## config.mk

```make
export PLATFORM = sky130hd
export DESIGN_NAME = websocket_frame_deframer
export DESIGN_NICKNAME = d
export VERILOG_FILES = /design/src/rtl/wsd_pkg.sv /design/src/rtl/wsd_parser.sv /design/src/rtl/websocket_frame_deframer.sv
export SDC_FILE = /design/constraint.sdc
export NUM_CORES = 1
export LEC_CHECK = 0
export BUFFER_PORTS_ARGS = -buffer_cell sky130_fd_sc_hd__buf_2
export CAP_MARGIN = 30
export CORE_ASPECT_RATIO = 0.6
export CORE_MARGIN = 2
export CORE_UTILIZATION = 35
export DETAILED_ROUTE_END_ITERATION = 7
export GPL_TIMING_DRIVEN = 0
export PLACE_DENSITY = 0.53
export SLEW_MARGIN = 20
export SYNTH_ARGS = -nofsm -noshare
export SYNTH_HDL_FRONTEND = slang
export SYNTH_HIERARCHICAL = 1
export SYNTH_SLANG_ARGS = --single-unit
```

## constraint.sdc

```tcl
create_clock -name clk -period 6.1 [get_ports clk]
set_input_delay 1.22 -clock clk [delete_from_list [all_inputs] [get_ports clk]]
set_output_delay 1.22 -clock clk [all_outputs]
set_load 0.02 [all_outputs]
```

## src/rtl/wsd_pkg.sv

```systemverilog
// shared types and constants for the websocket frame deframer
`timescale 1ns / 1ps

package wsd_pkg;

  localparam logic [31:0] LEN_LIMIT_RST = 32'd16777216;

  localparam logic [1:0] KIND_DATA  = 2'd0;
  localparam logic [1:0] KIND_EMPTY = 2'd1;
  localparam logic [1:0] KIND_ERROR = 2'd2;

  typedef struct packed {
    logic        valid;
    logic [1:0]  kind;
    logic [7:0]  payload_byte;
    logic [3:0]  frame_opcode;
    logic        final_flag;
    logic [31:0] frame_length;
    logic        last_of_frame;
  } res_t;

endpackage

```

## src/rtl/wsd_parser.sv

```systemverilog
// frame header parser, length check and payload unmasking, one byte per beat
`timescale 1ns / 1ps

module wsd_parser (
  input  logic          clk,
  input  logic          rst_n,
  input  logic          beat,
  input  logic [7:0]    data_byte,
  input  logic [31:0]   len_limit,
  output wsd_pkg::res_t res
);
  import wsd_pkg::*;

  localparam logic [2:0] PH_HDR0    = 3'd0;
  localparam logic [2:0] PH_HDR1    = 3'd1;
  localparam logic [2:0] PH_EXTLEN  = 3'd2;
  localparam logic [2:0] PH_MASK    = 3'd3;
  localparam logic [2:0] PH_PAYLOAD = 3'd4;
  localparam logic [2:0] PH_ERROR   = 3'd5;

  localparam logic [6:0] LEN_EXT16 = 7'd126;
  localparam logic [6:0] LEN_EXT64 = 7'd127;

  logic [2:0]  phase_r, phase_nxt;
  logic [3:0]  ext_left_r, ext_left_nxt;
  logic [31:0] len_r, len_nxt;
  logic        big_r, big_nxt;
  logic [31:0] key_r, key_nxt;
  logic [2:0]  mask_left_r, mask_left_nxt;
  logic [31:0] pay_left_r, pay_left_nxt;
  logic [1:0]  lane_r, lane_nxt;
  logic        fin_r, fin_nxt;
  logic [3:0]  opcode_r, opcode_nxt;
  logic        masked_r, masked_nxt;

  logic        check;
  logic        bad;
  logic [7:0]  key_byte;

  always_comb begin
    case (lane_r)
      2'd0:    key_byte = key_r[31:24];
      2'd1:    key_byte = key_r[23:16];
      2'd2:    key_byte = key_r[15:8];
      default: key_byte = key_r[7:0];
    endcase
  end

  // length is known when check is high: any bit above 32 means too long
  assign bad = big_nxt || (len_nxt > len_limit) || !masked_nxt;

  always_comb begin
    phase_nxt     = phase_r;
    ext_left_nxt  = ext_left_r;
    len_nxt       = len_r;
    big_nxt       = big_r;
    key_nxt       = key_r;
    mask_left_nxt = mask_left_r;
    pay_left_nxt  = pay_left_r;
    lane_nxt      = lane_r;
    fin_nxt       = fin_r;
    opcode_nxt    = opcode_r;
    masked_nxt    = masked_r;
    check         = 1'b0;

    res               = '0;
    res.frame_opcode  = opcode_r;
    res.final_flag    = fin_r;
    res.frame_length  = len_r;

    case (phase_r)
      PH_HDR0: begin
        fin_nxt    = data_byte[7];
        opcode_nxt = data_byte[3:0];
        phase_nxt  = PH_HDR1;
      end
      PH_HDR1: begin
        masked_nxt = data_byte[7];
        big_nxt    = 1'b0;
        len_nxt    = '0;
        if (data_byte[6:0] == LEN_EXT16) begin
          ext_left_nxt = 4'd2;
          phase_nxt    = PH_EXTLEN;
        end else if (data_byte[6:0] == LEN_EXT64) begin
          ext_left_nxt = 4'd8;
          phase_nxt    = PH_EXTLEN;
        end else begin
          len_nxt = {25'd0, data_byte[6:0]};
          check   = 1'b1;
        end
      end
      PH_EXTLEN: begin
        len_nxt      = {len_r[23:0], data_byte};
        big_nxt      = big_r || (len_r[31:24] != 8'd0);
        ext_left_nxt = ext_left_r - 4'd1;
        check        = (ext_left_nxt == 4'd0);
      end
      PH_MASK: begin
        key_nxt       = {key_r[23:0], data_byte};
        mask_left_nxt = mask_left_r - 3'd1;
        if (mask_left_nxt == 3'd0) begin
          lane_nxt = 2'd0;
          if (pay_left_r == 32'd0) begin
            phase_nxt         = PH_HDR0;
            res.valid         = 1'b1;
            res.kind          = KIND_EMPTY;
            res.last_of_frame = 1'b1;
          end else begin
            phase_nxt = PH_PAYLOAD;
          end
        end
      end
      PH_PAYLOAD: begin
        lane_nxt          = lane_r + 2'd1;
        pay_left_nxt      = pay_left_r - 32'd1;
        res.valid         = 1'b1;
        res.kind          = KIND_DATA;
        res.payload_byte  = data_byte ^ key_byte;
        res.last_of_frame = (pay_left_nxt == 32'd0);
        if (pay_left_nxt == 32'd0) begin
          phase_nxt = PH_HDR0;
        end
      end
      default: begin
      end
    endcase

    if (check) begin
      if (bad) begin
        phase_nxt         = PH_ERROR;
        res.valid         = 1'b1;
        res.kind          = KIND_ERROR;
        res.last_of_frame = 1'b1;
        res.frame_length  = big_nxt ? 32'hffff_ffff : len_nxt;
      end else begin
        pay_left_nxt  = len_nxt;
        key_nxt       = '0;
        mask_left_nxt = 3'd4;
        phase_nxt     = PH_MASK;
      end
    end

    res.valid = res.valid && beat;
  end

  always_ff @(posedge clk) begin
    if (!rst_n) begin
      phase_r     <= PH_HDR0;
      ext_left_r  <= '0;
      len_r       <= '0;
      big_r       <= 1'b0;
      key_r       <= '0;
      mask_left_r <= '0;
      pay_left_r  <= '0;
      lane_r      <= '0;
      fin_r       <= 1'b0;
      opcode_r    <= '0;
      masked_r    <= 1'b0;
    end else if (beat) begin
      phase_r     <= phase_nxt;
      ext_left_r  <= ext_left_nxt;
      len_r       <= len_nxt;
      big_r       <= big_nxt;
      key_r       <= key_nxt;
      mask_left_r <= mask_left_nxt;
      pay_left_r  <= pay_left_nxt;
      lane_r      <= lane_nxt;
      fin_r       <= fin_nxt;
      opcode_r    <= opcode_nxt;
      masked_r    <= masked_nxt;
    end
  end

endmodule

```

## src/rtl/websocket_frame_deframer.sv

```systemverilog
// top level of the websocket frame deframer
//
//   port group | dir | beat content
//   in_*       | in  | one raw byte of the frame stream
//   out_*      | out | payload byte, empty frame marker or protocol error
//   cfg_*      | in  | payload length limit register write
//
// one input beat per cycle while in_stall is low; a result appears in
// the output register the cycle after the byte that causes it
// the output register takes a new result while the old one is being taken,
// so input stalls only while a held result is itself stalled
// reset is synchronous and active low; the length limit resets to 16777216
// after a protocol error all bytes are dropped until reset
`timescale 1ns / 1ps

module websocket_frame_deframer (
  input  logic        clk,
  input  logic        rst_n,
  input  logic        in_valid,
  output logic        in_stall,
  input  logic [7:0]  in_data_byte,
  output logic        out_valid,
  input  logic        out_stall,
  output logic [1:0]  out_kind,
  output logic [7:0]  out_payload_byte,
  output logic [3:0]  out_frame_opcode,
  output logic        out_final_flag,
  output logic [31:0] out_frame_length,
  output logic        out_last_of_frame,
  input  logic        cfg_wr_en,
  input  logic [31:0] cfg_wr_data
);
  import wsd_pkg::*;

  logic [31:0] len_limit_r;
  logic        beat;
  res_t        res;
  res_t        out_r;

  assign in_stall = out_r.valid && out_stall;
  assign beat     = in_valid && !in_stall;

  wsd_parser u_parser (
    .clk       (clk),
    .rst_n     (rst_n),
    .beat      (beat),
    .data_byte (in_data_byte),
    .len_limit (len_limit_r),
    .res       (res)
  );

  always_ff @(posedge clk) begin
    if (!rst_n) begin
      len_limit_r <= LEN_LIMIT_RST;
    end else if (cfg_wr_en) begin
      len_limit_r <= cfg_wr_data;
    end
  end

  always_ff @(posedge clk) begin
    if (!rst_n) begin
      out_r <= '0;
    end else if (!in_stall) begin
      out_r <= res;
    end
  end

  assign out_valid         = out_r.valid;
  assign out_kind          = out_r.kind;
  assign out_payload_byte  = out_r.payload_byte;
  assign out_frame_opcode  = out_r.frame_opcode;
  assign out_final_flag    = out_r.final_flag;
  assign out_frame_length  = out_r.frame_length;
  assign out_last_of_frame = out_r.last_of_frame;

endmodule

```

==> results of run 1 <==
-- sequential cells by signal (all words and copies together) (netlist names) --
register and cells:
len_limit_r 32, out_frame_length 32, u_parser/key_r 32, u_parser/len_r 32
u_parser/pay_left_r 32, out_payload_byte 8, out_frame_opcode 4, u_parser/ext_left_r 4
u_parser/opcode_r 4, u_parser/mask_left_r 3, u_parser/phase_r 3, out_kind 2
u_parser/lane_r 2, out_final_flag 1, out_last_of_frame 1, out_valid 1
u_parser/big_r 1, u_parser/fin_r 1, u_parser/masked_r 1
-- synth_stat cells, types with 34 or more instances --
cell and number:
dfxtp_1 196, nand2_1 165, nor2_1 122, inv_1 81
clkbuf_1 75, a21oi_1 65, nand4_1 57, o21ai_1 50
a31oi_1 49, ha_1 43, mux2i_1 40, nand3_1 39
nor2b_1 38, a22oi_1 36, a211oi_1 34
-- placed cells by master (no fill, tap or decap), drive strengths merged, types with 4 or more instances in the layout --
cell type	count
a211oi	34
ha	43
a22o	4
o22ai	10
nor2	122
a32oi	4
clkinv	4
xnor2	14
nand4	58
dfxtp	196
o311ai	4
a22oi	36
nor2b	38
and4	6
o32a	5
nor4	17
a222oi	8
a31o	5
mux2i	40
o21a	7
o221ai	8
o21ai	78
or4	7
a21oi	65
buf	137
nand3	39
or2	7
nand2	165
a31oi	49
nor4b	5
or3	14
clkbuf	96
and2	5
a21o	8
nor3	29
inv	86
-- power by group through the flow --
| stage | logic [mW] | registers [mW] | clock network [mW] |
|---|---|---|---|
| floorplan | 0.993 | 1.56 | 0 |
| global placement | 1.51 | 1.55 | 0 |
| detailed placement | 1.52 | 1.55 | 0 |
| CTS | 1.53 | 1.52 | 1.21 |
| global route | 1.72 | 1.54 | 1.26 |
| finish | 1.58 | 1.53 | 1.19 |
-- through the flow --
stage          worst slack (ns)  power, mW
2_1_floorplan              1.69       2.55
3_5_place_dp             -0.329       3.07
6_report                  0.331       4.29
5_1_grt                -0.00405       4.53
3_3_place_gp             -0.312       3.06
4_1_cts                  0.0292       4.26
-- kinds of logic (layout without fill, tap and decap cells) --
family,after synthesis,count (layout),share of synthesized area [%]
and+or+nand+nor,525,525,24.0
AOI/OAI and AO/OA,349,349,21.6
buffers and inverters,201,326,7.85
DFF,196,196,36.6
adders and majority gates,43,43,5.03
muxes,40,40,3.74
xor gates and xnor gates,14,14,1.15
-- critical path, delay by kind of cell, from the launching register on --
kind                       cells  cell delay [ns]
adders and majority gates      1             0.35
AOI/OAI and AO/OA              6             1.53
DFF                            1             0.39
and+or+nand+nor                6             1.01
buffers and inverters          7             2.34
-- path summary, 6_finish.rpt --
| kind | slack (ns) | to | cells after the start |
|---|---|---|---|
| min | 0.45 | out_frame_opcode[2] | 2 |
| min reg2reg | 0.45 | out_frame_opcode[2] | 2 |
| max reg2reg | 0.33 | out_frame_length[29] | 20 |
| max | 0.33 | out_frame_length[29] | 20 |
-- area by class of cell --
type | count | area (µm²)
sequential | 196 | 3920
buffer | 120 | 539
inverter | 81 | 304
timing repair buffer | 93 | 465
clock buffer | 20 | 457
multi-input combinational | 971 | 5980
clock inverter | 12 | 144
tap | 408 | 510
fill | 3123 | 17700
-- layer usage --
metal  share of wire [%]  GRT usage [%]  routed length [µm]  vias up
met5               0.033              0                  13        -
li1                    -              -                   -     5157
met4                 1.3           5.50                 531        2
met1                  49           38.0               19300     5197
met3                  11           8.40                4480       34
met2                  39           32.6               15200      514
-- timing repair --
item                       in CTS  in global routing
gates resized for setup         1                  9
setup endpoints to repair       3                 81
pin swaps                       0                  0
==> summary.md, run 1 <==
| Metric | Value |
|---|---|
| Depth of the CTS H-tree | 4 |
| DRC Markers | 0 |
| Total nets after synthesis | 1456 |
| EDFF count, synth | 0 |
| P_int | 2.55 mW |
| Clock Sinks | 196 |
| Cell Pwr Density | 348 mW/mm² |
| RSZ-0062 raised after global routing | true |
| Vias | 10.9k |
| Mapped Cells | 1368 |
| Peak VDD IR | 218 µV |
| Async set or reset register ratio after synthesis | 0% |
| Routability cong. | 0.970 |
| CP max stage cell | a22oi_1 |
| Cell Area, Placed | 0.0117 mm² |
| Flops & latches, synth | 196 |
| Die area | 0.0321 mm² |
| Count of cell types in the netlist | 71 |
| Setup bufs post-CTS | 0 |
| CTS Buf Count | 17 |
| Worst min-delay path class | reg -> reg |
| Clk pwr share | 27.7% |
| DR pass1 iterations | 5 |
| Routed wire length | 39600 µm |
| Post-layout minimum cycle time | 5.77 ns |
| Sw Share | 40.6% |
| CP Cell Sequence | buf_2 -> and2_1 -> clkbuf_1 -> nor2_1 -> clkbuf_1 -> a22oi_1 -> inv_1 -> ha_1 -> nand3_1 -> nor3_1 -> a21boi_0 -> o41ai_1 -> a21oi_2 -> nor2b_1 -> clkbuf_1 -> clkbuf_2 -> clkbuf_1 -> a31oi_1 -> nand2_1 -> o21ai_1 |
| Avg Vias per Cell | 5.74 |
| Initial antenna violation count | 1 |
| Leak | 4.91 nW |
| Core area | 0.0300 mm² |
| Hold Fails Final Rpt | 0 |
| Row cnt | 49 |
| Fin cells | 1901 |
| Fin util | 41.0% |
| Synth area leader | dfxtp_1 |
| Synth top area share | 36.6% |
| Die H | 139 µm |
| TritonCTS clock tree | yes |
| Clk_lat worst skew | 0.46 ns |
| Clock Tree Buf Depth | 2 |
| Port Buffer Count | 93 |
| Final nets | 1568 |
| Crit path DAT | 6.12 ns |
| Pins Over Slew Limit | 0 |
| Post-synthesis cell area | 0.0107 mm² |
| Startpoint types | flop |
| Reg2reg start | u_parser/phase_r[1] |
| Antenna Nets Post-Route | 0 |
| Final setup viols | 0 |
| CP most frequent cell | clkbuf_1 |
| Register area share after synthesis | 36.6% |
| DR WL/cell | 20.8 µm |
| P_sw | 1.74 mW |
| Root Buffer | clkbuf_16 |
| Worst Path Max Fanout | 10 |
| Layout cells sized above 1 | 13.0% |
| Iter 0 DRT Violations | 1288 |
| Reg clk slew, reported paths | 0.08 ns |
| Type of the worst setup path | reg -> reg |
| Comb power frac | 36.7% |
| Synthesis-to-layout area growth | 15.1% |
| Setup_tns | 0 ns |
| Syn avg cell area | 7.83 µm² |
| Status | finished clean |
| Worst hold start | u_parser/opcode_r[2] |
| IO Count | 95 |
| Period utilization | 94.6% |
| Worst-margin pin slew | 1.02 ns |
| Max Cap Violations | 0 |
| Hold_buf cts | 0 |
| Slowest stage delay, CP | 0.55 ns |
| Initial core utilization | 35.6% |
| Dpl cells | 1869 |
| Finished Cell Area | 0.0123 mm² |
| Largest net degree at the start of global routing | 18 |
| Crit. End Element | flop |
| CP startpoint | u_parser/phase_r[1] |
| Primary FF master, synth | dfxtp_1 |
| Top post-synthesis cells by area | dfxtp_1 (37%), nand2_1 (5.8%), ha_1 (5.0%), nor2_1 (4.3%), mux2i_1 (3.7%) |
| Vias in the first global route | 9936 |
| Post-DP HPWL | 30500 µm |
| CP required | 6.45 ns |
| First-pass GRT wire length | 60600 µm |
| Hold WS | 0.454 ns |
| Slew headroom | 32.0% |
| Layout Skew | 0.0155 ns |
| Synthesis warning total | 6 |
| Die Width | 230 µm |
| Overflow after GRT | 0 |
| Highest clock rate | 0.173 GHz |
| All-Layer GR Usage | 24.8% |
| Flop pwr share | 35.6% |
| # diodes | 0 |
(Power assumes the default switching activity.)
==> run 2, diff against run 1 <==
CORE_UTILIZATION = 42   (was 35)
PLACE_DENSITY = not set   (was 0.53)
PLACE_DENSITY_LB_ADDON = 0.05   (was not set)
==> run 2 against run 1 <==
Non-clock buffer count rose by 3. Sequential share of layout area rose by 0.13 points. Power rose by 0.35%. Largest cell class unchanged. Clock skew fell by 0.0050 ns. Critical path depth fell by 1. Largest power group unchanged. Clock power barely moved. Via count fell by 1.7%.
==> summary.md, run 2 (same netlist as run 1, synthesis figures left out) <==
| Metric | Value |
|---|---|
| Flop pwr share | 35.4% (was 35.6%) |
| Dpl cells | 1790 (was 1869) |
| Antenna Nets Post-Route | 0 (unchanged) |
| Clock Tree Buf Depth | 2 (unchanged) |
| Die H | 128 µm (was 139 µm) |
| DRC Markers | 0 (unchanged) |
| CP bufs+invs | 5 (was 7) |
| Period utilization | 96.2% (was 94.6%) |
| CP most frequent cell | nand2_1 (was clkbuf_1) |
| Core area | 0.0252 mm² (was 0.0300 mm²) |
| R2r worst-path depth | 19 (was 20) |
| IO Count | 95 (unchanged) |
| Worst reg2reg setup slack | 0.30 ns (was 0.33 ns) |
| Worst hold path depth | 2 (unchanged) |
| Die area | 0.0268 mm² (was 0.0321 mm²) |
| Root Buffer | clkbuf_16 (unchanged) |
| Post-layout minimum cycle time | 5.87 ns (was 5.77 ns) |
| Crit path DAT | 6.22 ns (was 6.12 ns) |
| Synthesis-to-layout area growth | 14.6% (was 15.1%) |
| Status | finished clean (unchanged) |
| Largest net degree at the start of global routing | 17 (was 18) |
| Layout Skew | 0.0105 ns (was 0.0155 ns) |
| # fillers | 2545 (was 3123) |
| Vias | 10.7k (was 10.9k) |
| P_int | 2.61 mW (was 2.55 mW) |
| Pins Over Slew Limit | 0 (unchanged) |
| Overflow after GRT | 0 (unchanged) |
| Worst min-delay path class | reg -> reg (unchanged) |
| CP max stage cell | a22oi_1 (unchanged) |
| Sw Share | 39.5% (was 40.6%) |
| Place WS | -0.435 ns (was -0.329 ns) |
| Iter 0 DRT Violations | 1150 (was 1288) |
| RSZ-0062 raised after global routing | false (was true) |
| Avg Vias per Cell | 5.87 (was 5.74) |
| Commonest non-fill, non-tap cells in the layout | dfxtp_1 (196), nand2_1 (165), buf_2 (123) (unchanged) |
| Fin cells | 1826 (was 1901) |
| Clk_lat worst skew | 0.46 ns (about the same) |
| Final setup viols | 0 (unchanged) |
| Clk pwr share | 28.0% (was 27.7%) |
| Worst hold endpoint | out_final_flag (was out_frame_opcode[2]) |
| Startpoint types | primary input (was flop) |
| Leak | 4.93 nW (was 4.91 nW) |
| Depth of the CTS H-tree | 4 (unchanged) |
| Layout cells sized above 1 | 13.2% (was 13.0%) |
| Slowest stage delay, CP | 0.86 ns (was 0.55 ns) |
| CP Cell Sequence | buf_2 -> nand2_1 -> or3_1 -> nand2_1 -> nand2_1 -> a22oi_1 -> inv_1 -> ha_1 -> nand2_1 -> a21o_1 -> a21boi_0 -> o41ai_1 -> a21oi_2 -> or2_2 -> clkbuf_1 -> buf_2 -> clkbuf_1 -> nand4_1 -> o311ai_0 (was buf_2 -> and2_1 -> clkbuf_1 -> nor2_1 -> clkbuf_1 -> a22oi_1 -> inv_1 -> ha_1 -> nand3_1 -> nor3_1 -> a21boi_0 -> o41ai_1 -> a21oi_2 -> nor2b_1 -> clkbuf_1 -> clkbuf_2 -> clkbuf_1 -> a31oi_1 -> nand2_1 -> o21ai_1) |
| Hold_buf cts | 0 (unchanged) |
| Commonest non-fill, non-tap cell in the layout | dfxtp_1 (unchanged) |
| CP delay by family, top | compound AO/OA/AOI/OAI gates (was buffers and inverters) |
| Worst r2r dst | u_parser/pay_left_r[21] (was out_frame_length[29]) |
| Setup_tns | 0 ns (unchanged) |
| Worst Path Max Fanout | 10 (unchanged) |
| Clock Sinks | 196 (unchanged) |
| Reg2reg start | u_parser/phase_r[2] (was u_parser/phase_r[1]) |
| Port Buffer Count | 93 (unchanged) |
| Reg clk slew, reported paths | 0.07 ns (was 0.08 ns) |
| Highest clock rate | 0.170 GHz (was 0.173 GHz) |
| Comb power frac | 36.6% (was 36.7%) |
| P_sw | 1.70 mW (was 1.74 mW) |
| Initial antenna violation count | 2 (was 1) |
| Max Cap Violations | 0 (unchanged) |
| Type of the worst setup path | in -> reg (was reg -> reg) |
| Post-DP HPWL | 29300 µm (was 30500 µm) |
| Initial core utilization | 42.5% (was 35.6%) |
| Die Width | 210 µm (was 230 µm) |
| Row cnt | 45 (was 49) |
| DR pass1 iterations | 6 (was 5) |
| Routability cong. | 0.965 (was 0.970) |
| Total Power | 4.31 mW (was 4.29 mW) |
| CP required | 6.45 ns (about the same) |
| Hold Fails Final Rpt | 0 (unchanged) |
| Cell Pwr Density | 351 mW/mm² (was 348 mW/mm²) |
| Peak VDD IR | 184 µV (was 218 µV) |
| Worst-margin pin slew | 1.06 ns (was 1.02 ns) |
| First-pass GRT wire length | 59200 µm (was 60600 µm) |
| All-Layer GR Usage | 29.2% (was 24.8%) |
| Routed wire length | 38500 µm (was 39600 µm) |
| Final WS setup | 0.229 ns (was 0.331 ns) |
| Crit. End Element | flop (unchanged) |
| TritonCTS clock tree | yes (unchanged) |
| Slew headroom | 29.4% (was 32.0%) |
| DR WL/cell | 21.1 µm (was 20.8 µm) |
| Final nets | 1571 (was 1568) |
| Vias in the first global route | 9905 (was 9936) |
| CTS Buf Count | 17 (unchanged) |
| Worst hold start | out_final_flag (was u_parser/opcode_r[2]) |
run 2: layout make-up:
cell class	instances	area, µm²	share of cell area (%)
Clock inverter	7	120	0.979
Buffer	120	541	4.40
Multi-Input combinational cell	971	5990	48.8
Timing Repair Buffer	96	488	3.98
Clock buffer	24	492	4.01
Inverter	81	304	2.48
Antenna cell	2	5.00	0.0408
Tap cell	329	412	3.35
Sequential cell	196	3920	32.0
run 2: metal layers:
metal	global-route usage (%)	part of all wire (%)	vias to the layer above
li1	-	-	5154
met1	43.6	49	5130
met2	38.4	39	397
met3	10.2	10	37
met4	8.51	1.5	2
met5	1.63	0.15	-
run 2: worst max path at each step:
stage | startpoint | end | slack (ns) | cells past startpoint
5_1_grt | u_parser/phase_r[2] | out_frame_length[8] | 0.07 | 20
4_1_cts | u_parser/phase_r[1] | out_frame_length[25] | 0.12 | 20
3_3_place_gp | in_data_byte[1] | out_frame_length[25] | -0.46 | 20
6_report | in_data_byte[1] | u_parser/pay_left_r[21] | 0.23 | 19
3_5_place_dp | in_data_byte[1] | out_frame_length[25] | -0.44 | 20
2_1_floorplan | in_data_byte[1] | out_frame_length[11] | 1.69 | 19
run 2: timing repair:
item,CTS,global route
setup endpoints to repair,35,73
hold endpoints to repair,0,0
pin swaps,0,2
gates cloned,0,0
gates resized for setup,7,7
setup buffers,0,3
run 2: tightest hold or removal path, cell delays in order, from the launching register on:
cell and delay, ns:
dfxtp_1 0.31, nand4_1 0.06, o21ai_1 0.05
run 2: metrics by stage:
stage	utilization [%]	instance area, µm²	hold WS [ns]
6_report	48.8	12300	0.458
5_1_grt	48.7	12300	0.481
4_1_cts	48.6	12200	0.459
3_5_place_dp	46.1	11600	0.448
3_3_place_gp	46.0	11600	0.442
2_1_floorplan	-	10700	0.428
run 2: power by group through the flow:
stage	combinational (mW)	clock [mW]	sequential (mW)
global route	1.72	1.27	1.54
floorplan	0.993	0	1.56
global placement	1.50	0	1.54
detailed placement	1.51	0	1.54
CTS	1.52	1.22	1.52
finish	1.58	1.21	1.52
==> run 3, diff against run 2 <==
PLACE_DENSITY_LB_ADDON = not set   (was 0.05)
==> run 3 against run 2 <==
Via count up 1.5%. Cell count down 0.22%. Power is 0.48% higher. Fmax decreased by 0.33%. Highest routed layer is now met4. Register-to-register slack got worse by 0.09 ns. Largest cell class unchanged. First-iteration DRC count grew 13%. Sequential power hardly changed. Sequential share of layout area barely moved. Final area is essentially flat. Clock skew is 0.0035 ns higher. Combinational power shrank 3%.
==> summary.md, run 3 (same netlist as run 1, synthesis figures left out) <==
| Metric | Value |
|---|---|
| Routed wire length | 37700 µm (was 38500 µm) |
| DRC Markers | 0 (unchanged) |
| DR WL/cell | 20.7 µm (was 21.1 µm) |
| Layout cells sized above 1 | 13.1% (was 13.2%) |
| Vias | 10.9k (was 10.7k) |
| Port Buffer Count | 93 (unchanged) |
| CTS Buf Count | 17 (unchanged) |
| Clock Sinks | 196 (unchanged) |
| Overflow after GRT | 0 (unchanged) |
| Clock Tree Buf Depth | 2 (unchanged) |
| Post-DP HPWL | 28700 µm (was 29300 µm) |
| Place WS | -0.169 ns (was -0.435 ns) |
| Iter 0 DRT Violations | 1297 (was 1150) |
| Initial core utilization | 42.5% (unchanged) |
| Setup bufs post-CTS | 0 (unchanged) |
| CP bufs+invs | 6 (was 5) |
| Final setup viols | 0 (unchanged) |
| Worst Path Max Fanout | 10 (unchanged) |
| # diodes | 0 (was 2) |
| Reg clk slew, reported paths | 0.07 ns (about the same) |
| First-pass GRT wire length | 58100 µm (was 59200 µm) |
| Initial antenna violation count | 0 (was 2) |
| Vias in the first global route | 9876 (was 9905) |
| Startpoint types | flop (was primary input) |
| Type of the worst setup path | reg -> reg (was in -> reg) |
| Hold WS | 0.455 ns (was 0.458 ns) |
| Slew headroom | 36.1% (was 29.4%) |
| Commonest non-fill, non-tap cell in the layout | dfxtp_1 (unchanged) |
| # fillers | 2510 (was 2545) |
| Hold_buf cts | 0 (unchanged) |
| CP most frequent cell | clkbuf_1 (was nand2_1) |
| Core area | 0.0252 mm² (unchanged) |
| CP required | 6.40 ns (was 6.45 ns) |
| Avg Vias per Cell | 5.97 (was 5.87) |
| Setup_tns | 0 ns (unchanged) |
| Worst-margin pin slew | 0.958 ns (was 1.06 ns) |
| Highest clock rate | 0.170 GHz (about the same) |
| Depth of the CTS H-tree | 4 (unchanged) |
| Status | finished clean (unchanged) |
| Fin util | 48.8% (about the same) |
| Final WS setup | 0.209 ns (was 0.229 ns) |
| All-Layer GR Usage | 28.3% (was 29.2%) |
| Slowest stage delay, CP | 0.68 ns (was 0.86 ns) |
| Cell Pwr Density | 353 mW/mm² (was 351 mW/mm²) |
| CP max stage cell | a22oi_1 (unchanged) |
| RSZ-0062 raised after global routing | false (unchanged) |
| Final nets | 1568 (was 1571) |
| Die area | 0.0268 mm² (unchanged) |
| Leak | 4.92 nW (was 4.93 nW) |
| Fin cells | 1822 (was 1826) |
| Clk_lat worst skew | 0.46 ns (about the same) |
| Die Width | 210 µm (unchanged) |
| Max Cap Violations | 0 (unchanged) |
| PostCTS Resize Cnt | 0 (was 7) |
| Peak VDD IR | 168 µV (was 184 µV) |
| Antenna Nets Post-Route | 0 (unchanged) |
| CP Cell Sequence | buf_2 -> and2_1 -> clkbuf_1 -> nor2_1 -> clkbuf_1 -> a22oi_1 -> inv_1 -> ha_1 -> a211oi_1 -> nor2_1 -> a2111oi_0 -> o211a_1 -> a21oi_2 -> or2_2 -> clkbuf_1 -> clkbuf_1 -> nor3_1 -> a211oi_1 (was buf_2 -> nand2_1 -> or3_1 -> nand2_1 -> nand2_1 -> a22oi_1 -> inv_1 -> ha_1 -> nand2_1 -> a21o_1 -> a21boi_0 -> o41ai_1 -> a21oi_2 -> or2_2 -> clkbuf_1 -> buf_2 -> clkbuf_1 -> nand4_1 -> o311ai_0) |
| IO Count | 95 (unchanged) |
| Period utilization | 96.6% (was 96.2%) |
| Hold Fails Final Rpt | 0 (unchanged) |
| Largest net degree at the start of global routing | 18 (was 17) |
| Crit. End Element | flop (unchanged) |
| Worst min-delay path class | reg -> reg (unchanged) |
| Crit path DAT | 6.19 ns (was 6.22 ns) |
| Post-layout minimum cycle time | 5.89 ns (was 5.87 ns) |
| CP delay by family, top | compound AO/OA/AOI/OAI gates (unchanged) |
| Pins Over Slew Limit | 0 (unchanged) |
| Die H | 128 µm (unchanged) |
| Commonest non-fill, non-tap cells in the layout | dfxtp_1 (196), nand2_1 (165), buf_2 (123) (unchanged) |
| DR pass1 iterations | 7 (was 6) |
| TritonCTS clock tree | yes (unchanged) |
| Layout Skew | 0.0140 ns (was 0.0105 ns) |
| Dpl cells | 1790 (unchanged) |
| Row cnt | 45 (unchanged) |
| Synthesis-to-layout area growth | 14.6% (about the same) |
| Routability cong. | 0.979 (was 0.965) |
| Root Buffer | clkbuf_16 (unchanged) |
-- run 3: cell count changes in the layout (fill, tap and decap cells not counted), sizes merged --
| cell | previous run | this run |
|---|---|---|
| buf | 140 | 137 |
| bufinv | 3 | 4 |
| clkbuf | 100 | 95 |
| clkinv | 2 | 3 |
| clkinvlp | 1 | 2 |
| diode | 2 | 0 |
| inv | 82 | 85 |
-- run 3: worst register-to-register path: cells and delay by family, from the launching register on --
family                     cells  cell delay (ns)
and+or+nand+nor                5             1.41
adders and majority gates      1             0.33
AOI/OAI and AO/OA              6             1.90
DFF                            1             0.38
buffers and inverters          6             1.73
-- run 3: layer usage --
| metal | GRT usage [%] | routed length [µm] | vias up |
|---|---|---|---|
| li1 | - | - | 5147 |
| met1 | 43.2 | 18500 | 5223 |
| met2 | 37.6 | 14600 | 478 |
| met3 | 8.57 | 4020 | 36 |
| met4 | 7.63 | 641 | 0 |
| met5 | 0 | 0 | - |
-- run 3: report_power, final --
| group | internal, mW | switching [mW] | total, mW |
|---|---|---|---|
| sequential | 1.41 | 0.122 | 1.53 |
| clock | 0.716 | 0.545 | 1.26 |
| combinational | 0.509 | 1.03 | 1.54 |
-- run 3: final cells by class --
class	count	area (µm²)	share of cell area, %
multi-input combinational	971	5980	48.7
buffer	120	538	4.38
inverter	81	304	2.48
clock buffer	19	453	3.69
sequential	196	3920	32.0
clock inverter	13	195	1.59
timing repair buffer	93	465	3.79
tap	329	412	3.35
-- run 3: path summary, 6_finish.rpt --
kind / from / to / slack [ns] / depth (start not counted)
setup reg to reg: u_parser/phase_r[1] / u_parser/pay_left_r[30] / 0.21 / 18
hold reg to reg: u_parser/opcode_r[1] / out_frame_opcode[1] / 0.46 / 2
hold / removal: u_parser/opcode_r[1] / out_frame_opcode[1] / 0.46 / 2
setup / recovery: u_parser/phase_r[1] / u_parser/pay_left_r[30] / 0.21 / 18
-- run 3: stage by stage --
step / cell area (µm²) / power [mW]
after floorplan: 10700 / 2.55
after global placement: 11600 / 3.02
after detailed placement: 11600 / 3.03
after CTS: 12200 / 4.29
after global routing: 12300 / 4.55
final: 12300 / 4.33
